File: config.mk
export PLATFORM = sky130hd
export DESIGN_NAME = gaee_ctrl
export DESIGN_NICKNAME = d
export VERILOG_FILES = /design/src/rtl/core/gaee_pkg.sv /design/src/rtl/core/gaee_ctrl.sv
export SDC_FILE = /design/constraint.sdc
export NUM_CORES = 1
export LEC_CHECK = 0
export BUFFER_PORTS_ARGS = -buffer_cell sky130_fd_sc_hd__buf_2
export CELL_PAD_IN_SITES_DETAIL_PLACEMENT = 1
export CELL_PAD_IN_SITES_GLOBAL_PLACEMENT = 2
export CORE_ASPECT_RATIO = 1.2
export CORE_MARGIN = 1
export CORE_UTILIZATION = 25
export DETAILED_ROUTE_END_ITERATION = 6
export GPL_TIMING_DRIVEN = 0
export PLACE_DENSITY_LB_ADDON = 0.1
export SLEW_MARGIN = 20
export SYNTH_ARGS = -nofsm -noshare
export SYNTH_HDL_FRONTEND = slang
export SYNTH_SLANG_ARGS = --single-unit
File: constraint.sdc
create_clock -name clk_i -period 2 [get_ports clk_i]
set_input_delay 0.4 -clock clk_i [delete_from_list [all_inputs] [get_ports clk_i]]
set_output_delay 0.4 -clock clk_i [all_outputs]
set_load 0.1 [all_outputs]
File: src/rtl/core/gaee_pkg.sv
// Shared types and constants of the grid A* expansion engine.
package gaee_pkg;

  // Item kinds.
  localparam logic [1:0] KIND_WALL    = 2'd0;
  localparam logic [1:0] KIND_EXPAND  = 2'd1;
  localparam logic [1:0] KIND_READ    = 2'd2;
  localparam logic [1:0] KIND_RESTART = 2'd3;

  // Search status codes.
  localparam logic [1:0] ST_SEARCH = 2'd0;
  localparam logic [1:0] ST_GOAL   = 2'd1;
  localparam logic [1:0] ST_NOPATH = 2'd2;

  // Heuristic modes; the fourth code behaves as octile.
  localparam logic [1:0] HM_OCTILE    = 2'd0;
  localparam logic [1:0] HM_MANHATTAN = 2'd1;
  localparam logic [1:0] HM_PENALTY   = 2'd2;

  // Configuration register indexes.
  localparam logic [2:0] CFG_START_ROW = 3'd0;
  localparam logic [2:0] CFG_START_COL = 3'd1;
  localparam logic [2:0] CFG_GOAL_ROW  = 3'd2;
  localparam logic [2:0] CFG_GOAL_COL  = 3'd3;
  localparam logic [2:0] CFG_HEUR_MODE = 3'd4;

  localparam int unsigned COST_STRAIGHT = 10;
  localparam int unsigned COST_DIAG     = 14;
  localparam int unsigned PENALTY_DIAG  = 18;

  // One grid cell of search state.
  typedef struct packed {
    logic        explored;
    logic        frontier;
    logic [15:0] cost;
    logic [9:0]  heur;
    logic        pvalid;
    logic [7:0]  prow;
    logic [7:0]  pcol;
  } cell_t;

  // Controller to datapath commands.
  typedef struct packed {
    logic clr_all;
    logic clr_cell;
    logic cnt_clr;
    logic cnt_inc;
    logic ld_item;
    logic wall_wr;
    logic rd_item;
    logic cap_read;
    logic rd_cur;
    logic wr_cur;
    logic rd_nb;
    logic wr_nb;
    logic rd_goal;
    logic wr_goal;
    logic set_nopath;
    logic start;
    logic scan_init;
    logic scan_rd;
    logic scan_cmp;
    logic scan_fin;
    logic out_ld;
  } ctrl_cmd_t;

  // Datapath to controller status.
  typedef struct packed {
    logic [1:0] kind;
    logic       cnt_last;
    logic       nb_last;
    logic       cnt_zero;
    logic       searching;
    logic       cur_in_grid;
    logic       goal_adj;
    logic       out_free;
  } dp_stat_t;

endpackage

File: src/rtl/core/gaee_ctrl.sv
// Sequencing state machine of the grid A* expansion engine.
module gaee_ctrl (
  input  logic                clk_i,
  input  logic                rst_ni,
  input  logic                in_valid_i,
  output logic                in_ready_o,
  input  gaee_pkg::dp_stat_t  stat_i,
  output gaee_pkg::ctrl_cmd_t cmd_o
);
  import gaee_pkg::*;

  typedef enum logic [14:0] {
    S_CLR_ALL  = 15'h0001,
    S_IDLE     = 15'h0002,
    S_DISPATCH = 15'h0004,
    S_RD_DATA  = 15'h0008,
    S_CLR_CELL = 15'h0010,
    S_START    = 15'h0020,
    S_WR_CUR   = 15'h0040,
    S_NB_RD    = 15'h0080,
    S_NB_WR    = 15'h0100,
    S_GOAL_CHK = 15'h0200,
    S_GOAL_WR  = 15'h0400,
    S_SCAN     = 15'h0800,
    S_SCAN_END = 15'h1000,
    S_SCAN_FIN = 15'h2000,
    S_RESP     = 15'h4000
  } state_e;

  state_e state_q, state_d;

  always_ff @(posedge clk_i or negedge rst_ni) begin
    if (!rst_ni) begin
      state_q <= S_CLR_ALL;
    end else begin
      state_q <= state_d;
    end
  end

  always_comb begin
    state_d    = state_q;
    cmd_o      = '0;
    in_ready_o = 1'b0;
    unique case (state_q)
      S_CLR_ALL: begin
        cmd_o.clr_all = 1'b1;
        if (stat_i.cnt_last) begin
          cmd_o.cnt_clr = 1'b1;
          state_d = S_IDLE;
        end else begin
          cmd_o.cnt_inc = 1'b1;
        end
      end
      S_IDLE: begin
        in_ready_o = 1'b1;
        if (in_valid_i) begin
          cmd_o.ld_item = 1'b1;
          state_d = S_DISPATCH;
        end
      end
      S_DISPATCH: begin
        unique case (stat_i.kind)
          KIND_WALL: begin
            cmd_o.wall_wr = 1'b1;
            state_d = S_RESP;
          end
          KIND_READ: begin
            cmd_o.rd_item = 1'b1;
            state_d = S_RD_DATA;
          end
          KIND_RESTART: begin
            cmd_o.cnt_clr = 1'b1;
            state_d = S_CLR_CELL;
          end
          default: begin
            if (!stat_i.searching) begin
              state_d = S_RESP;
            end else if (!stat_i.cur_in_grid) begin
              cmd_o.set_nopath = 1'b1;
              state_d = S_RESP;
            end else begin
              cmd_o.rd_cur = 1'b1;
              state_d = S_WR_CUR;
            end
          end
        endcase
      end
      S_RD_DATA: begin
        cmd_o.cap_read = 1'b1;
        state_d = S_RESP;
      end
      S_CLR_CELL: begin
        cmd_o.clr_cell = 1'b1;
        if (stat_i.cnt_last) begin
          cmd_o.cnt_clr = 1'b1;
          state_d = S_START;
        end else begin
          cmd_o.cnt_inc = 1'b1;
        end
      end
      S_START: begin
        cmd_o.start = 1'b1;
        state_d = S_RESP;
      end
      S_WR_CUR: begin
        cmd_o.wr_cur  = 1'b1;
        cmd_o.cnt_clr = 1'b1;
        state_d = S_NB_RD;
      end
      S_NB_RD: begin
        cmd_o.rd_nb = 1'b1;
        state_d = S_NB_WR;
      end
      S_NB_WR: begin
        cmd_o.wr_nb = 1'b1;
        if (stat_i.nb_last) begin
          cmd_o.cnt_clr = 1'b1;
          state_d = S_GOAL_CHK;
        end else begin
          cmd_o.cnt_inc = 1'b1;
          state_d = S_NB_RD;
        end
      end
      S_GOAL_CHK: begin
        if (stat_i.goal_adj) begin
          cmd_o.rd_goal = 1'b1;
          state_d = S_GOAL_WR;
        end else begin
          cmd_o.scan_init = 1'b1;
          cmd_o.cnt_clr   = 1'b1;
          state_d = S_SCAN;
        end
      end
      S_GOAL_WR: begin
        cmd_o.wr_goal = 1'b1;
        state_d = S_RESP;
      end
      S_SCAN: begin
        cmd_o.scan_rd  = 1'b1;
        cmd_o.scan_cmp = !stat_i.cnt_zero;
        if (stat_i.cnt_last) begin
          cmd_o.cnt_clr = 1'b1;
          state_d = S_SCAN_END;
        end else begin
          cmd_o.cnt_inc = 1'b1;
        end
      end
      S_SCAN_END: begin
        cmd_o.scan_cmp = 1'b1;
        state_d = S_SCAN_FIN;
      end
      S_SCAN_FIN: begin
        cmd_o.scan_fin = 1'b1;
        state_d = S_RESP;
      end
      S_RESP: begin
        if (stat_i.out_free) begin
          cmd_o.out_ld = 1'b1;
          state_d = S_IDLE;
        end
      end
      default: begin
        state_d = S_IDLE;
      end
    endcase
  end

endmodule

; After elaboration in Yosys (flattened, before gate mapping)
; Cells that the tools add are included.
[word_totals]
regBits = 15
latch_bits = 0
ram_bits = 0
rom_bits = 0
out_inout_bits = 22
elab_cells = 78
mem_count = 0
[classes]
n_addsub = 0
mul = 0
n_div = 0
magnitude_cmp = 0
n_eq_ne = 22
shift = 0
muxes = 49
bitwise = 0
n_reduce_logical = 6
[op_table]
columns = cell, n
row1 = 15-bit case mux with 12 select lines, 1
row2 = 15-bit 2-to-1 mux, 7
row3 = 15-bit case mux with 3 select lines, 1
row4 = 1-bit 2-to-1 mux, 34
row5 = "15-bit by 1-bit equality test with 1-bit output, second input constant", 1
row6 = "15-bit by 10-bit equality test with 1-bit output, second input constant", 1
row7 = "15-bit by 11-bit equality test with 1-bit output, second input constant", 1
row8 = "15-bit by 12-bit equality test with 1-bit output, second input constant", 1
row9 = "15-bit by 13-bit equality test with 1-bit output, second input constant", 1
row10 = "15-bit by 14-bit equality test with 1-bit output, second input constant", 1
row11 = "15-bit equality test, second input constant", 1
row12 = "15-bit by 2-bit equality test with 1-bit output, second input constant", 1
row13 = "15-bit by 3-bit equality test with 1-bit output, second input constant", 1
row14 = "15-bit by 4-bit equality test with 1-bit output, second input constant", 1
row15 = "15-bit by 5-bit equality test with 1-bit output, second input constant", 1
row16 = "15-bit by 6-bit equality test with 1-bit output, second input constant", 1
row17 = "15-bit by 7-bit equality test with 1-bit output, second input constant", 1
row18 = "15-bit by 8-bit equality test with 1-bit output, second input constant", 1
row19 = "15-bit by 9-bit equality test with 1-bit output, second input constant", 1
row20 = 12-bit 2-to-1 mux, 1
row21 = 10-bit 2-to-1 mux, 1
row22 = "2-bit inequality test, second input constant", 5
row23 = 3-bit OR reduction, 2
row24 = 1-bit case mux with 5 select lines, 1
row25 = 7 further kinds, 9

; Depth between registers and ports, before layout
; Gate-level depths: netlist (run 1).
[depth]
word_depth = 4
ltp_mapped = 7
ltp_nobuf = 6

; Worst setup path after synthesis (run 1)
; OpenSTA, ideal clock, no wires.
[synth_timing]
path_type = reg2out
from = register state_q[7]
to = output cmd_o[18] (netlist name)
arrival_ps = 4960
required_time_ps = 1600
path_slack_ps = -3360
path_stages_with_launch = 6
n_path_buf = 0
path_cell_list = dfrtp_1 nor4_1 nand2_1 nor4_1 a21oi_1 nand4_1
[synth_rtl]
columns = item, line
row1 = "start, declared", gaee_ctrl.sv:30  ; state_e state_q, state_d;
row2 = "start signal, assigned", gaee_ctrl.sv:36  ; state_q <= state_d;
row3 = "end, declared", gaee_ctrl.sv:8  ; output gaee_pkg::ctrl_cmd_t cmd_o

==> impl_results.html, run 1 <==
<table>
<tr><th>Metric</th><th>Value</th></tr>
<tr><th colspan="2">Status</th></tr>
<tr><td>Result of the run</td><td>finished with violations</td></tr>
<tr><td>Failing checks</td><td>negative setup slack</td></tr>
<tr><th colspan="2">Clocking</th></tr>
<tr><td>Number of buffers between clock root and the deepest sink</td><td>2</td></tr>
<tr><td>Worst-Skew Late Latency</td><td>0.26 ns</td></tr>
<tr><td># clock sinks</td><td>15</td></tr>
<tr><td>H-Tree Level Count</td><td>1</td></tr>
<tr><td>Root buffer cell</td><td>sky130_fd_sc_hd__clkbuf_8</td></tr>
<tr><td>Number of hold buffers added after cts</td><td>0</td></tr>
<tr><td>Clock tree from TritonCTS</td><td>done</td></tr>
<tr><td>Post-CTS clock slew at the launch and capture registers of the worst setup and hold paths</td><td>0.07 ns</td></tr>
<tr><td>Cts bufs inserted</td><td>3</td></tr>
<tr><th colspan="2">Place</th></tr>
<tr><td>Placer's final routability congestion estimate</td><td>0.7559</td></tr>
<tr><td>Post-place instance area</td><td>1483 um^2</td></tr>
<tr><td>Minimum setup slack after placement</td><td>-0.9982 ns</td></tr>
<tr><td>Post-detailed-placement half-perimeter wirelength</td><td>2.649 mm</td></tr>
<tr><td>Input/output buffers</td><td>33</td></tr>
<tr><th colspan="2">Global route</th></tr>
<tr><td>Gr ovfl total</td><td>0</td></tr>
<tr><td>Largest net degree at the start of global routing</td><td>16</td></tr>
<tr><td>Via count of the first global-routing pass</td><td>1398</td></tr>
<tr><td>First-pass GRT wire length</td><td>6.886 mm</td></tr>
<tr><td>Initial antenna violation count</td><td>0</td></tr>
<tr><td>GRT Util Overall</td><td>0.2184</td></tr>
<tr><th colspan="2">Setup path</th></tr>
<tr><td>Worst path arrival time</td><td>2.27 ns</td></tr>
<tr><td>Reg2reg end</td><td>state_q[4]</td></tr>
<tr><td>Required time worst endpoint</td><td>1.60 ns</td></tr>
<tr><td>R2R depth</td><td>7</td></tr>
<tr><td>Crit path max fanout</td><td>3</td></tr>
<tr><td>Setup crit start</td><td>state_q[5]</td></tr>
<tr><td>R2r setup slk</td><td>-0.48 ns</td></tr>
<tr><td>Crit path launch type</td><td>flip-flop</td></tr>
<tr><td>CP Class</td><td>reg2out</td></tr>
<tr><td>Worst reg2reg path startpoint</td><td>state_q[5]</td></tr>
<tr><td>Crit end category</td><td>output port</td></tr>
<tr><th colspan="2">Power</th></tr>
<tr><td>Portion of total power attributed to the clock network</td><td>0.119</td></tr>
<tr><td>Maximum vdd drop</td><td>0.0006632 V</td></tr>
<tr><td>Switching part of the total power</td><td>0.4560</td></tr>
<tr><td>Static leakage</td><td>1.037 nW</td></tr>
<tr><td>Fraction of power consumed by combinational cells</td><td>0.700</td></tr>
<tr><td>Cell-internal power</td><td>1.209 mW</td></tr>
<tr><td>Register share of total power</td><td>0.181</td></tr>
<tr><td>NetSw</td><td>1.013 mW</td></tr>
<tr><td>Power per cell area</td><td>913.7 nW/um^2</td></tr>
<tr><th colspan="2">Die</th></tr>
<tr><td>Site Rows</td><td>25</td></tr>
<tr><td>Die Ht</td><td>72.01 um</td></tr>
<tr><td>DIE AREA</td><td>4344 um^2</td></tr>
<tr><td>Core region area</td><td>3910 um^2</td></tr>
<tr><td>Top-level I/O count</td><td>34</td></tr>
<tr><td>Starting density of the core</td><td>0.2611</td></tr>
<tr><td>Die Span X</td><td>60.34 um</td></tr>
<tr><th colspan="2">Detailed routing</th></tr>
<tr><td>Total iterations of the first detailed-routing run</td><td>4</td></tr>
<tr><td>DRC viols</td><td>0</td></tr>
<tr><td>Via count normalized by instance count</td><td>5.012</td></tr>
<tr><td>First DRT Iteration DRCs</td><td>15</td></tr>
<tr><td>Avg WL per Cell</td><td>17.80 um</td></tr>
<tr><td>Detailed-route wire length</td><td>4.592 mm</td></tr>
<tr><td>DR vias</td><td>1293</td></tr>
<tr><td>Count of nets left with antenna violations after detail routing</td><td>0</td></tr>
<tr><th colspan="2">STA</th></tr>
<tr><td>RSZ-0062 raised after global routing</td><td>true</td></tr>
<tr><td>Final setup vio count</td><td>29</td></tr>
<tr><td>Worst Tran Pin Value</td><td>0.3895 ns</td></tr>
<tr><td>Crit share post-route</td><td>1.337</td></tr>
<tr><td>Time the worst path needs with I/O delays and setup</td><td>2.673 ns</td></tr>
<tr><td>Skew final</td><td>0.007278 ns</td></tr>
<tr><td>Min Hold Slack</td><td>0.05533 ns</td></tr>
<tr><td>Final worst slack</td><td>-0.6733 ns</td></tr>
<tr><td>Max Slew Vio Count</td><td>0</td></tr>
<tr><td>Peak Freq</td><td>0.3741 GHz</td></tr>
<tr><td>Worst slew margin</td><td>0.7403</td></tr>
<tr><td>Endpoints failing hold</td><td>0</td></tr>
<tr><th colspan="2">Synthesis</th></tr>
<tr><td>Average cell area after synthesis</td><td>8.508 um^2</td></tr>
<tr><td>Count of different cell masters after synthesis</td><td>39</td></tr>
<tr><td>Commonest register cell after synthesis</td><td>sky130_fd_sc_hd__dfrtp_1</td></tr>
<tr><td>Async set-or-reset flop fraction in the synthesized netlist</td><td>1.000</td></tr>
<tr><td>Syn Std Cell Area</td><td>1021 um^2</td></tr>
<tr><td>Library cell with the largest summed area after synthesis</td><td>sky130_fd_sc_hd__dfrtp_1</td></tr>
<tr><td>Net count after synthesis</td><td>132</td></tr>
<tr><td>Synth Warn #</td><td>0</td></tr>
<tr><td>Post-synth top area share</td><td>0.3431</td></tr>
<tr><td>Proportion of synthesized chip area in sequential cells</td><td>0.3689</td></tr>
<tr><td>Flip-flop and latch count after synthesis</td><td>15</td></tr>
<tr><td>Number of synthesized flops with an enable pin</td><td>0</td></tr>
<tr><td>Synthesized instance count</td><td>120</td></tr>
<tr><td>Cells taking the most area after synthesis</td><td>sky130_fd_sc_hd__dfrtp_1 34%, sky130_fd_sc_hd__nor2_1 6.3%, sky130_fd_sc_hd__nor4_1 5.5%, sky130_fd_sc_hd__or4b_2 3.9%, sky130_fd_sc_hd__nand2_1 3.7%</td></tr>
<tr><th colspan="2">Layout</th></tr>
<tr><td>Number of flip-flops in the largest register</td><td>15</td></tr>
<tr><td>Commonest non-fill, non-tap cells in the layout</td><td>35 x sky130_fd_sc_hd__buf_4, 19 x sky130_fd_sc_hd__buf_12, 17 x sky130_fd_sc_hd__buf_6, 11 x sky130_fd_sc_hd__nor2_1, 11 x sky130_fd_sc_hd__buf_2</td></tr>
<tr><td>Antenna fix cells</td><td>0</td></tr>
<tr><td>Post-layout nets</td><td>217</td></tr>
<tr><td>Final instance area</td><td>2432 um^2</td></tr>
<tr><td>Reg with most FFs</td><td>state_q</td></tr>
<tr><td>Share of post-route cells with drive strength above 1</td><td>0.7304</td></tr>
<tr><td>Growth of design area from synthesis to finish</td><td>138.2%</td></tr>
<tr><td>Most frequent standard cell in the layout excluding fill and tap cells</td><td>sky130_fd_sc_hd__buf_4</td></tr>
<tr><td>Top Registers</td><td>state_q x15</td></tr>
<tr><th colspan="2">Hold path</th></tr>
<tr><td>Worst min-delay path class</td><td>in2async</td></tr>
<tr><th colspan="2">Job</th></tr>
<tr><td>Maximum capacitance violations</td><td>0</td></tr>
</table>
## stage by stage
| stage | setup TNS, ns | utilization | power [mW] | instances |
|---|---|---|---|---|
| floorplan | -18.85 | - | 1.093 | 120 |
| global placement | -15.25 | 0.3792 | 1.236 | 207 |
| detailed placement | -15.95 | 0.3792 | 1.252 | 207 |
| CTS | -12.91 | 0.5741 | 2.077 | 240 |
| global route | -15.26 | 0.6221 | 2.322 | 258 |
| finish | -13.59 | 0.6221 | 2.222 | 258 |
## critical path: stages (launching register included)
cell and delay, ns:
sky130_fd_sc_hd__dfrtp_2 0.43, sky130_fd_sc_hd__or4_4 0.54, sky130_fd_sc_hd__or4_4 0.57, sky130_fd_sc_hd__nor3b_4 0.27, sky130_fd_sc_hd__buf_12 0.21
## how the worst max path moves through the flow
| stage | end |
|---|---|
| 3_3_place_gp | cmd_o[6] |
| 6_report | cmd_o[1] |
| 5_1_grt | cmd_o[18] |
| 3_5_place_dp | cmd_o[6] |
| 4_1_cts | cmd_o[1] |
| 2_1_floorplan | cmd_o[18] |
## power groups by stage
| stage | clock network [mW] | logic (mW) | registers (mW) |
|---|---|---|---|
| after CTS | 0.267 | 1.41 | 0.396 |
| final | 0.264 | 1.56 | 0.402 |
| after floorplan | 0 | 0.715 | 0.378 |
| after global routing | 0.282 | 1.63 | 0.409 |
| after global placement | 0 | 0.850 | 0.386 |
| after detailed placement | 0 | 0.861 | 0.391 |
## synthesized netlist by cell type, drive strengths merged (4+ instances only)
cell and instances:
o21ai 6, nor2 17, inv 9, nand2 10, dfrtp 14, nor4b 4
or4b 4, or4 6, nor3 4, nor4 10, and2 4
## cells by family after synthesis
| logic type | synth area share |
|---|---|
| simple gates | 0.4498 |
| compound gates | 0.1103 |
| flops | 0.3689 |
| buf+inv | 0.05392 |
| xor+xnor | 0.01716 |
## metal layers
| layer | GRT usage | routed length, um | vias to the layer above |
|---|---|---|---|
| li1 | - | - | 613 |
| met1 | 0.2550 | 1744 | 627 |
| met2 | 0.3785 | 2536 | 42 |
| met3 | 0.03743 | 165 | 11 |
| met4 | 0.1008 | 145 | 0 |
| met5 | 0 | 0 | - |
## timing repair
item / 4_1_cts / 5_1_grt
buffers inserted: 30 / 20
pin swaps: 24 / 15
gates resized for setup: 126 / 14
endpoints found under the setup margin: 30 / 31
## final cells by class
type                    count  area [um^2]
multi-input cells          93        975.9
inverters                   9        52.55
flip-flops and latches     15        386.6
well taps                  54        67.56
clock buffers               4        45.04
plain buffers               1        11.26
repair buffers             82        893.4
fillers                   412         1478
Power figures use the tool's default switching activity.
==> inputs of run 2 (changes only) <==
CELL_PAD_IN_SITES_GLOBAL_PLACEMENT = 1   (was 2)
CORE_UTILIZATION = 32   (was 25)
==> run 2 against run 1 <==
  * The run now fails in global routing
  * Synthesized area unchanged
  * Synthesized cell count unchanged
==> impl_results.html, run 2 <==
<table>
<tr><th>Metric</th><th>Value</th></tr>
<tr><th colspan="2">Clocking</th></tr>
<tr><td>Cts bufs inserted</td><td>3 (unchanged)</td></tr>
<tr><td>H-Tree Level Count</td><td>1 (unchanged)</td></tr>
<tr><td># clock sinks</td><td>15 (unchanged)</td></tr>
<tr><td>Number of hold buffers added after cts</td><td>0 (unchanged)</td></tr>
<tr><td>Number of buffers between clock root and the deepest sink</td><td>2 (unchanged)</td></tr>
<tr><td>Root buffer cell</td><td>sky130_fd_sc_hd__clkbuf_4</td></tr>
<tr><th colspan="2">Die</th></tr>
<tr><td>Die Span X</td><td>53.57 um (-11%)</td></tr>
<tr><td>Site Rows</td><td>22 (-12%)</td></tr>
<tr><td>Die Ht</td><td>63.88 um (-11%)</td></tr>
<tr><td>Top-level I/O count</td><td>34 (unchanged)</td></tr>
<tr><td>Starting density of the core</td><td>0.3342 (+0.07303)</td></tr>
<tr><th colspan="2">Place</th></tr>
<tr><td>Placer's final routability congestion estimate</td><td>0.8309 (+9.9%)</td></tr>
<tr><td>Input/output buffers</td><td>33 (unchanged)</td></tr>
<tr><td>Post-detailed-placement half-perimeter wirelength</td><td>2.531 mm (-4.4%)</td></tr>
<tr><td>Minimum setup slack after placement</td><td>-0.9544 ns (+0.04380 ns)</td></tr>
<tr><th colspan="2">Status</th></tr>
<tr><td>Run Error</td><td>[ERROR DPL-0033] detailed placement checks failed during check placement.</td></tr>
<tr><td>Halt point of the flow</td><td>global routing</td></tr>
<tr><td>Result of the run</td><td>aborted with a tool error</td></tr>
<tr><th colspan="2">Synthesis</th></tr>
<tr><td>Flip-flop and latch count after synthesis</td><td>15 (unchanged)</td></tr>
<tr><td>Cells taking the most area after synthesis</td><td>sky130_fd_sc_hd__dfrtp_1 34%, sky130_fd_sc_hd__nor2_1 6.3%, sky130_fd_sc_hd__nor4_1 5.5%, sky130_fd_sc_hd__or4b_2 3.9%, sky130_fd_sc_hd__nand2_1 3.7%</td></tr>
<tr><td>Proportion of synthesized chip area in sequential cells</td><td>0.3689 (unchanged)</td></tr>
<tr><td>Most used standard cells in the synthesized netlist</td><td>17 x sky130_fd_sc_hd__nor2_1, 14 x sky130_fd_sc_hd__dfrtp_1, 10 x sky130_fd_sc_hd__nand2_1</td></tr>
<tr><td>Commonest register cell after synthesis</td><td>sky130_fd_sc_hd__dfrtp_1</td></tr>
<tr><td>Async set-or-reset flop fraction in the synthesized netlist</td><td>1.000 (unchanged)</td></tr>
<tr><td>Synth Warn #</td><td>0 (unchanged)</td></tr>
<tr><td>Synthesized instance count</td><td>120 (unchanged)</td></tr>
<tr><td>Library cell with the largest summed area after synthesis</td><td>sky130_fd_sc_hd__dfrtp_1</td></tr>
<tr><td>Post-synth top area share</td><td>0.3431 (unchanged)</td></tr>
<tr><td>Net count after synthesis</td><td>132 (unchanged)</td></tr>
<tr><td>Count of different cell masters after synthesis</td><td>39 (unchanged)</td></tr>
<tr><td>Cell with the most instances after synthesis</td><td>sky130_fd_sc_hd__nor2_1</td></tr>
<tr><td>Syn Std Cell Area</td><td>1021 um^2 (unchanged)</td></tr>
<tr><td>Number of synthesized flops with an enable pin</td><td>0 (unchanged)</td></tr>
<tr><td>Average cell area after synthesis</td><td>8.508 um^2 (unchanged)</td></tr>
<tr><th colspan="2">Global route</th></tr>
<tr><td>Initial antenna violation count</td><td>0</td></tr>
<tr><td>Largest net degree at the start of global routing</td><td>16</td></tr>
<tr><th colspan="2">STA</th></tr>
<tr><td>Worst endpoint from the post-global-route timing repair</td><td>cmd_o[1]</td></tr>
<tr><td>Worst endpoint kind after the last repair</td><td>top-level output</td></tr>
</table>
[run 2: cells by family after synthesis]
logic type	Yosys count	share of synthesized area
and+or+nand+nor	75	0.4498
buffers and inverters	12	0.05392
DFF	15	0.3689
AOI/OAI and AO/OA	16	0.1103
xor gates and xnor gates	2	0.01716
[run 2: what timing repair did]
action | in CTS
resized for setup | 115
buffers inserted | 34
setup endpoints to repair | 29
gates cloned | 0
pin swaps | 22
[run 2: per-stage QoR]
stage / cell area (um^2) / util / cells / TNS (ns)
floorplan: 1250 / - / 120 / -18.85
global placement: 1460 / 0.4779 / 189 / -14.62
detailed placement: 1460 / 0.4779 / 189 / -15.31
CTS: 2168 / 0.7097 / 226 / -14.43
==> inputs of run 3 (changes only) <==
CELL_PAD_IN_SITES_DETAIL_PLACEMENT = not set   (was 1)
CELL_PAD_IN_SITES_GLOBAL_PLACEMENT = not set   (was 1)
CORE_ASPECT_RATIO = not set   (was 1.2)
CORE_UTILIZATION = 25   (was 32)
PLACE_DENSITY_LB_ADDON = 0.15   (was 0.1)
clock period = 2.6 ns   (was 2 ns; I/O delays follow)
==> run 3 against run 2 <==
  * The flow now finishes, with violations (negative setup slack)
==> impl_results.html, run 3 (synthesis results as in run 1) <==
<table>
<tr><th>Metric</th><th>Value</th></tr>
<tr><th colspan="2">Status</th></tr>
<tr><td>Result of the run</td><td>finished with violations</td></tr>
<tr><td>Failing checks</td><td>negative setup slack</td></tr>
<tr><th colspan="2">Power</th></tr>
<tr><td>Maximum vdd drop</td><td>0.0004029 V</td></tr>
<tr><td>Power per cell area</td><td>716.9 nW/um^2</td></tr>
<tr><td>Portion of total power attributed to the clock network</td><td>0.139</td></tr>
<tr><td>Static leakage</td><td>0.8875 nW</td></tr>
<tr><td>Switching part of the total power</td><td>0.4599</td></tr>
<tr><td>Register share of total power</td><td>0.217</td></tr>
<tr><td>Fraction of power consumed by combinational cells</td><td>0.644</td></tr>
<tr><td>Cell-internal power</td><td>757.3 uW</td></tr>
<tr><td>NetSw</td><td>644.8 uW</td></tr>
<tr><th colspan="2">Detailed routing</th></tr>
<tr><td>Top sig layer</td><td>met4</td></tr>
<tr><td>Met2 Wirelength</td><td>1.713 mm</td></tr>
<tr><td>Post-Route M1 WL</td><td>1.407 mm</td></tr>
<tr><td>DR vias</td><td>1157</td></tr>
<tr><td>First DRT Iteration DRCs</td><td>58</td></tr>
<tr><td>Detailed-route wire length</td><td>3.265 mm</td></tr>
<tr><td>Avg WL per Cell</td><td>14.45 um</td></tr>
<tr><td>Routed length on met3</td><td>85 um</td></tr>
<tr><td>Total iterations of the first detailed-routing run</td><td>4</td></tr>
<tr><td>DRC viols</td><td>0</td></tr>
<tr><td>Via count normalized by instance count</td><td>5.119</td></tr>
<tr><td>Count of nets left with antenna violations after detail routing</td><td>0</td></tr>
<tr><th colspan="2">Die</th></tr>
<tr><td>Site Rows</td><td>22 (unchanged)</td></tr>
<tr><td>DIE AREA</td><td>4343 um^2</td></tr>
<tr><td>Top-level I/O count</td><td>34 (unchanged)</td></tr>
<tr><td>Starting density of the core</td><td>0.2688 (-0.06538)</td></tr>
<tr><td>Core region area</td><td>3799 um^2</td></tr>
<tr><td>Die Span X</td><td>65.91 um (+23%)</td></tr>
<tr><td>Die Ht</td><td>65.91 um (+3.2%)</td></tr>
<tr><th colspan="2">Global route</th></tr>
<tr><td>Initial antenna violation count</td><td>0</td></tr>
<tr><td>First-pass GRT wire length</td><td>5.106 mm</td></tr>
<tr><td>Gr ovfl total</td><td>0</td></tr>
<tr><td>Largest net degree at the start of global routing</td><td>16</td></tr>
<tr><td>Via count of the first global-routing pass</td><td>1116</td></tr>
<tr><td>GRT Util Overall</td><td>0.1589</td></tr>
<tr><th colspan="2">STA</th></tr>
<tr><td>Worst Tran Pin Value</td><td>0.4870 ns</td></tr>
<tr><td>RSZ-0062 raised after global routing</td><td>true</td></tr>
<tr><td>Peak Freq</td><td>0.3579 GHz</td></tr>
<tr><td>Crit share post-route</td><td>1.075</td></tr>
<tr><td>Final TNS setup</td><td>-0.8098 ns</td></tr>
<tr><td>Final worst slack</td><td>-0.1941 ns</td></tr>
<tr><td>Final setup vio count</td><td>8</td></tr>
<tr><td>Worst slew margin</td><td>0.6776</td></tr>
<tr><td>Skew final</td><td>0.001772 ns</td></tr>
<tr><td>Endpoints failing hold</td><td>0</td></tr>
<tr><td>Time the worst path needs with I/O delays and setup</td><td>2.794 ns</td></tr>
<tr><td>Max Slew Vio Count</td><td>0</td></tr>
<tr><th colspan="2">Clocking</th></tr>
<tr><td>Number of hold buffers added after cts</td><td>0 (unchanged)</td></tr>
<tr><td>Worst-Skew Late Latency</td><td>0.25 ns</td></tr>
<tr><td>Clock tree from TritonCTS</td><td>done</td></tr>
<tr><td>H-Tree Level Count</td><td>1 (unchanged)</td></tr>
<tr><td>Root buffer cell</td><td>sky130_fd_sc_hd__clkbuf_8</td></tr>
<tr><td># clock sinks</td><td>15 (unchanged)</td></tr>
<tr><td>Cts bufs inserted</td><td>3 (unchanged)</td></tr>
<tr><td>Post-CTS clock slew at the launch and capture registers of the worst setup and hold paths</td><td>0.06 ns</td></tr>
<tr><td>Number of buffers between clock root and the deepest sink</td><td>2 (unchanged)</td></tr>
<tr><th colspan="2">Setup path</th></tr>
<tr><td>Worst reg2reg path startpoint</td><td>state_q[9]</td></tr>
<tr><td>Library cell appearing most often on the critical path</td><td>sky130_fd_sc_hd__or4_4</td></tr>
<tr><td>R2r setup slk</td><td>0.12 ns</td></tr>
<tr><td>Slowest cell on the critical path</td><td>sky130_fd_sc_hd__or4_4</td></tr>
<tr><td>Worst path max stage delay</td><td>0.59 ns</td></tr>
<tr><td>Top delay family on crit path</td><td>simple AND/OR/NAND/NOR gates</td></tr>
<tr><td>Crit end category</td><td>output port</td></tr>
<tr><td>CP Class</td><td>reg2out</td></tr>
<tr><td>Crit path max fanout</td><td>6</td></tr>
<tr><td>R2R depth</td><td>6</td></tr>
<tr><td>Chain of cells forming the critical path</td><td>or4_4 &gt; or4_4 &gt; buf_4 &gt; nor2_4 &gt; buf_12</td></tr>
<tr><td>Worst path arrival time</td><td>2.27 ns</td></tr>
<tr><td>Number of buffer and inverter instances along the worst setup path</td><td>2</td></tr>
<tr><td>Reg2reg end</td><td>state_q[1]</td></tr>
<tr><td>Required time worst endpoint</td><td>2.08 ns</td></tr>
<tr><td>Crit path launch type</td><td>flip-flop</td></tr>
<tr><th colspan="2">Job</th></tr>
<tr><td>Maximum capacitance violations</td><td>0</td></tr>
<tr><th colspan="2">Hold path</th></tr>
<tr><td>Worst min-delay path class</td><td>in2async</td></tr>
<tr><th colspan="2">Layout</th></tr>
<tr><td>Commonest non-fill, non-tap cells in the layout</td><td>25 x sky130_fd_sc_hd__buf_4, 13 x sky130_fd_sc_hd__nor2_1, 12 x sky130_fd_sc_hd__buf_2, 11 x sky130_fd_sc_hd__buf_12</td></tr>
<tr><td>Top Registers</td><td>state_q x15</td></tr>
<tr><td>Reg with most FFs</td><td>state_q</td></tr>
<tr><td>Post-layout nets</td><td>191</td></tr>
<tr><td>Number of flip-flops in the largest register</td><td>15</td></tr>
<tr><td>Growth of design area from synthesis to finish</td><td>91.54%</td></tr>
<tr><td>Final instance area</td><td>1956 um^2</td></tr>
<tr><td>Most frequent standard cell in the layout excluding fill and tap cells</td><td>sky130_fd_sc_hd__buf_4</td></tr>
<tr><td>Filler-free cell count of the finished design</td><td>226</td></tr>
<tr><td>Fraction of the core area covered by cells at the end of the flow</td><td>0.5148</td></tr>
<tr><td>Antenna fix cells</td><td>0</td></tr>
<tr><td>Share of post-route cells with drive strength above 1</td><td>0.6180</td></tr>
<tr><th colspan="2">Place</th></tr>
<tr><td>Post-place instance area</td><td>1403 um^2 (-3.9%)</td></tr>
<tr><td>Input/output buffers</td><td>33 (unchanged)</td></tr>
<tr><td>Post-detailed-placement half-perimeter wirelength</td><td>2.338 mm (-7.6%)</td></tr>
<tr><td>Placed Instances</td><td>201 (+6.3%)</td></tr>
<tr><td>Placer's final routability congestion estimate</td><td>0.8608 (+3.6%)</td></tr>
</table>
run 3: power groups by stage:
stage	registers [mW]	clock network [mW]	logic, mW
6_report	0.304	0.195	0.902
5_1_grt	0.308	0.212	0.941
4_1_cts	0.302	0.200	0.840
3_5_place_dp	0.298	0	0.614
3_3_place_gp	0.295	0	0.609
2_1_floorplan	0.289	0	0.511
run 3: cell type report:
type / count / area, um^2
repair buffers: 57 / 569.3
well taps: 48 / 60.06
clock buffers: 4 / 45.04
multi-input cells: 93 / 857.1
fillers: 348 / 1843
flip-flops and latches: 15 / 386.6
inverters: 9 / 37.54
run 3: timing repair:
item,4_1_cts,5_1_grt
gates resized for setup,76,21
pin swaps,6,9
setup endpoints to repair,21,22
buffers inserted,16,8
gates cloned,0,0
run 3: metrics by stage:
stage               hold WS (ns)  setup slack [ns]  power, mW
floorplan                 0.2244           -0.8942     0.7995
global placement          0.4492           -0.4372     0.9037
detailed placement        0.4501           -0.4794     0.9117
CTS                       0.1758           -0.2450      1.342
global route              0.1897           -0.2475      1.461
finish                    0.1656           -0.1941      1.402
run 3: how the worst max path moves through the flow:
stage                     end  startpoint  slack [ns]  cells after the start
global route         cmd_o[1]  state_q[9]       -0.25                      4
CTS                  cmd_o[1]  state_q[9]       -0.25                      6
global placement     cmd_o[6]  state_q[8]       -0.44                      7
finish               cmd_o[0]  state_q[9]       -0.19                      5
detailed placement   cmd_o[6]  state_q[8]       -0.48                      7
floorplan           cmd_o[18]  state_q[5]       -0.89                      5
run 3: routing by layer:
layer,up-vias,GRT usage
met5,-,0
met2,23,0.2653
met4,0,0.08152
met3,5,0.02069
met1,569,0.1975
li1,560,-
==> inputs of run 4 (changes only) <==
REMOVE_ABC_BUFFERS = 1   (was not set)
==> run 4 against run 3 <==
  * The run still ends with negative setup slack left
  * Flip-flop and latch count did not move
  * Final cell count decreased by 2.7%
  * Core utilization decreased by 5.1 points
  * Largest cell class unchanged
  * Largest power group unchanged
==> impl_results.html, run 4 (synthesis results as in run 1) <==
<table>
<tr><th>Metric</th><th>Value</th></tr>
<tr><th colspan="2">Layout</th></tr>
<tr><td>Fill cell count</td><td>370 (+6.3%)</td></tr>
<tr><td>Antenna fix cells</td><td>0 (unchanged)</td></tr>
<tr><td>Growth of design area from synthesis to finish</td><td>72.55%</td></tr>
<tr><td>Top Registers</td><td>state_q x15</td></tr>
<tr><td>Commonest non-fill, non-tap cells in the layout</td><td>24 x sky130_fd_sc_hd__buf_4, 14 x sky130_fd_sc_hd__nor2_1, 12 x sky130_fd_sc_hd__buf_2, 9 x sky130_fd_sc_hd__inv_1, 8 x sky130_fd_sc_hd__nand2_1</td></tr>
<tr><td>Reg with most FFs</td><td>state_q</td></tr>
<tr><td>Share of post-route cells with drive strength above 1</td><td>0.5407 (-0.07728)</td></tr>
<tr><td>Post-layout nets</td><td>185 (-3.1%)</td></tr>
<tr><td>Most frequent standard cell in the layout excluding fill and tap cells</td><td>sky130_fd_sc_hd__buf_4</td></tr>
<tr><td>Fraction of the core area covered by cells at the end of the flow</td><td>0.4638 (-0.05105)</td></tr>
<tr><td>Final instance area</td><td>1762 um^2 (-9.9%)</td></tr>
<tr><td>Number of flip-flops in the largest register</td><td>15 (unchanged)</td></tr>
<tr><th colspan="2">Setup path</th></tr>
<tr><td>Worst path arrival time</td><td>2.26 ns (about the same)</td></tr>
<tr><td>Top delay family on crit path</td><td>simple AND/OR/NAND/NOR gates</td></tr>
<tr><td>Worst path max stage delay</td><td>0.58 ns (about the same)</td></tr>
<tr><td>Number of buffer and inverter instances along the worst setup path</td><td>1 (-1)</td></tr>
<tr><td>Crit end category</td><td>output port</td></tr>
<tr><td>Crit path launch type</td><td>flip-flop</td></tr>
<tr><td>CP Class</td><td>reg2out</td></tr>
<tr><td>Library cell appearing most often on the critical path</td><td>sky130_fd_sc_hd__or4_4</td></tr>
<tr><td>Crit path max fanout</td><td>5 (-1)</td></tr>
<tr><td>Required time worst endpoint</td><td>2.08 ns (about the same)</td></tr>
<tr><td>Worst reg2reg path startpoint</td><td>state_q[6]</td></tr>
<tr><td>Setup crit start</td><td>state_q[6]</td></tr>
<tr><td>Chain of cells forming the critical path</td><td>or4_4 &gt; or4_4 &gt; nor3b_4 &gt; buf_12</td></tr>
<tr><td>Slowest cell on the critical path</td><td>sky130_fd_sc_hd__or4_4</td></tr>
<tr><th colspan="2">Place</th></tr>
<tr><td>Post-place instance area</td><td>1225 um^2 (-13%)</td></tr>
<tr><td>Post-detailed-placement half-perimeter wirelength</td><td>2.206 mm (-5.7%)</td></tr>
<tr><td>Input/output buffers</td><td>33 (unchanged)</td></tr>
<tr><td>Placer's final routability congestion estimate</td><td>0.8507 (-1.2%)</td></tr>
<tr><th colspan="2">Die</th></tr>
<tr><td>Top-level I/O count</td><td>34 (unchanged)</td></tr>
<tr><td>DIE AREA</td><td>4343 um^2 (unchanged)</td></tr>
<tr><td>Die Ht</td><td>65.91 um (unchanged)</td></tr>
<tr><td>Starting density of the core</td><td>0.2688 (unchanged)</td></tr>
<tr><td>Site Rows</td><td>22 (unchanged)</td></tr>
<tr><td>Core region area</td><td>3799 um^2 (unchanged)</td></tr>
<tr><td>Die Span X</td><td>65.91 um (unchanged)</td></tr>
<tr><th colspan="2">Clocking</th></tr>
<tr><td>Post-CTS clock slew at the launch and capture registers of the worst setup and hold paths</td><td>0.06 ns (about the same)</td></tr>
<tr><td># clock sinks</td><td>15 (unchanged)</td></tr>
<tr><td>Number of hold buffers added after cts</td><td>0 (unchanged)</td></tr>
<tr><td>H-Tree Level Count</td><td>1 (unchanged)</td></tr>
<tr><td>Root buffer cell</td><td>sky130_fd_sc_hd__clkbuf_8</td></tr>
<tr><td>Clock tree from TritonCTS</td><td>done</td></tr>
<tr><td>Cts bufs inserted</td><td>3 (unchanged)</td></tr>
<tr><td>Number of buffers between clock root and the deepest sink</td><td>2 (unchanged)</td></tr>
<tr><td>Worst-Skew Late Latency</td><td>0.24 ns (about the same)</td></tr>
<tr><th colspan="2">Hold path</th></tr>
<tr><td>Worst min-delay path class</td><td>in2async</td></tr>
<tr><th colspan="2">Global route</th></tr>
<tr><td>First-pass GRT wire length</td><td>4.926 mm (-3.5%)</td></tr>
<tr><td>Largest net degree at the start of global routing</td><td>16 (unchanged)</td></tr>
<tr><td>Gr ovfl total</td><td>0 (unchanged)</td></tr>
<tr><td>GRT Util Overall</td><td>0.1489 (-0.009923)</td></tr>
<tr><td>Initial antenna violation count</td><td>0 (unchanged)</td></tr>
<tr><td>Via count of the first global-routing pass</td><td>1069 (-4.2%)</td></tr>
<tr><th colspan="2">Detailed routing</th></tr>
<tr><td>Detailed-route wire length</td><td>3.153 mm (-3.4%)</td></tr>
<tr><td>First DRT Iteration DRCs</td><td>68 (+17%)</td></tr>
<tr><td>Avg WL per Cell</td><td>14.33 um (-0.80%)</td></tr>
<tr><td>DR vias</td><td>1127 (-2.6%)</td></tr>
<tr><td>Via count normalized by instance count</td><td>5.123 (about the same)</td></tr>
<tr><td>Total iterations of the first detailed-routing run</td><td>4 (unchanged)</td></tr>
<tr><td>DRC viols</td><td>0 (unchanged)</td></tr>
<tr><td>Count of nets left with antenna violations after detail routing</td><td>0 (unchanged)</td></tr>
<tr><th colspan="2">STA</th></tr>
<tr><td>Time the worst path needs with I/O delays and setup</td><td>2.775 ns (-0.01893 ns)</td></tr>
<tr><td>Final setup vio count</td><td>9 (+1)</td></tr>
<tr><td>Peak Freq</td><td>0.3603 GHz (+0.68%)</td></tr>
<tr><td>Endpoints failing hold</td><td>0 (unchanged)</td></tr>
<tr><td>Worst slew margin</td><td>0.6803 (+0.002659)</td></tr>
<tr><td>Worst Tran Pin Value</td><td>0.4829 ns (-0.004016 ns)</td></tr>
<tr><td>Crit share post-route</td><td>1.067 (-0.007281)</td></tr>
<tr><td>Skew final</td><td>0.005009 ns (+0.003237 ns)</td></tr>
<tr><td>Final worst slack</td><td>-0.1752 ns (+0.01893 ns)</td></tr>
<tr><td>RSZ-0062 raised after global routing</td><td>true</td></tr>
<tr><td>Max Slew Vio Count</td><td>0 (unchanged)</td></tr>
<tr><th colspan="2">Status</th></tr>
<tr><td>Result of the run</td><td>finished with violations</td></tr>
<tr><td>Failing checks</td><td>negative setup slack</td></tr>
<tr><th colspan="2">Power</th></tr>
<tr><td>Power per cell area</td><td>749.0 nW/um^2 (+4.5%)</td></tr>
<tr><td>Static leakage</td><td>0.8372 nW (-5.7%)</td></tr>
<tr><td>Maximum vdd drop</td><td>0.0002487 V (-38%)</td></tr>
<tr><th colspan="2">Job</th></tr>
<tr><td>Maximum capacitance violations</td><td>0 (unchanged)</td></tr>
</table>
## run 4: cell count changes in the layout (fill, tap and decap cells not counted), moves of 2 or more
| cell | delta |
|---|---|
| sky130_fd_sc_hd__buf_12 | -4 |
| sky130_fd_sc_hd__nor4_1 | +3 |
| sky130_fd_sc_hd__nor4b_2 | +2 |
| sky130_fd_sc_hd__nor2_4 | -2 |
| sky130_fd_sc_hd__nor4_2 | -2 |
## run 4: report_power, final
group	internal [mW]	leakage [nW]	total (mW)	switching [mW]
clock network	0.108	0.0228	0.186	0.0773
registers	0.259	0.191	0.307	0.0479
logic	0.349	0.624	0.827	0.478
total	0.716	0.837	1.32	0.603
## run 4: worst paths after layout
kind | to | slack (ns) | depth (start not counted)
min reg2reg | state_q[11] | 0.65 | 2
min | state_q[11] | 0.17 | 1
max in group asynchronous | state_q[0] | 2.12 | 1
max reg2reg | state_q[1] | 0.13 | 6
min in group clk_i | state_q[0] | 0.42 | 2
max | cmd_o[1] | -0.18 | 4
## run 4: cell type report
type | instances | area (um^2) | area share
Tap cell | 48 | 60.06 | 0.03409
Inverter | 9 | 33.78 | 0.01918
Clock buffer | 4 | 45.04 | 0.02557
Multi-Input combinational cell | 93 | 770.7 | 0.4375
Timing Repair Buffer | 51 | 466.7 | 0.2649
Sequential cell | 15 | 385.4 | 0.2188
## run 4: repair_timing
item                                    CTS  global route
pin swaps                                 7             6
setup buffers                            11             7
endpoints found under the setup margin   22            21
resized for setup                        62            33
## run 4: worst register-to-register path, delay by kind of cell (launching register included)
kind,cells,cell delay [ns]
AND/OR/NAND/NOR,3,1.41
flip-flops,1,0.45
AO/OA/AOI/OAI,2,0.33
buffers and inverters,1,0.16
## run 4: metrics by stage
| step | setup slack [ns] | power, mW | std cells | TNS [ns] | hold slack (ns) |
|---|---|---|---|---|---|
| floorplan | -2.880 | 0.7174 | 117 | -31.33 | 0.2244 |
| global placement | -0.3627 | 0.8180 | 198 | -2.465 | 0.4508 |
| detailed placement | -0.3502 | 0.8224 | 198 | -2.484 | 0.4463 |
| CTS | -0.1818 | 1.195 | 213 | -0.8192 | 0.1827 |
| global route | -0.2685 | 1.394 | 220 | -2.006 | 0.1953 |
| finish | -0.1752 | 1.320 | 220 | -0.6656 | 0.1739 |
## run 4: routing by layer
layer  share of wire  up-vias  wire [um]  GRT usage
met2            0.50       36       1587     0.2513
met3           0.049        2        154    0.02414
met5               0        -          0          0
met1            0.44      544       1398     0.1970
li1                -      545          -          -
met4          0.0038        0         12    0.03261
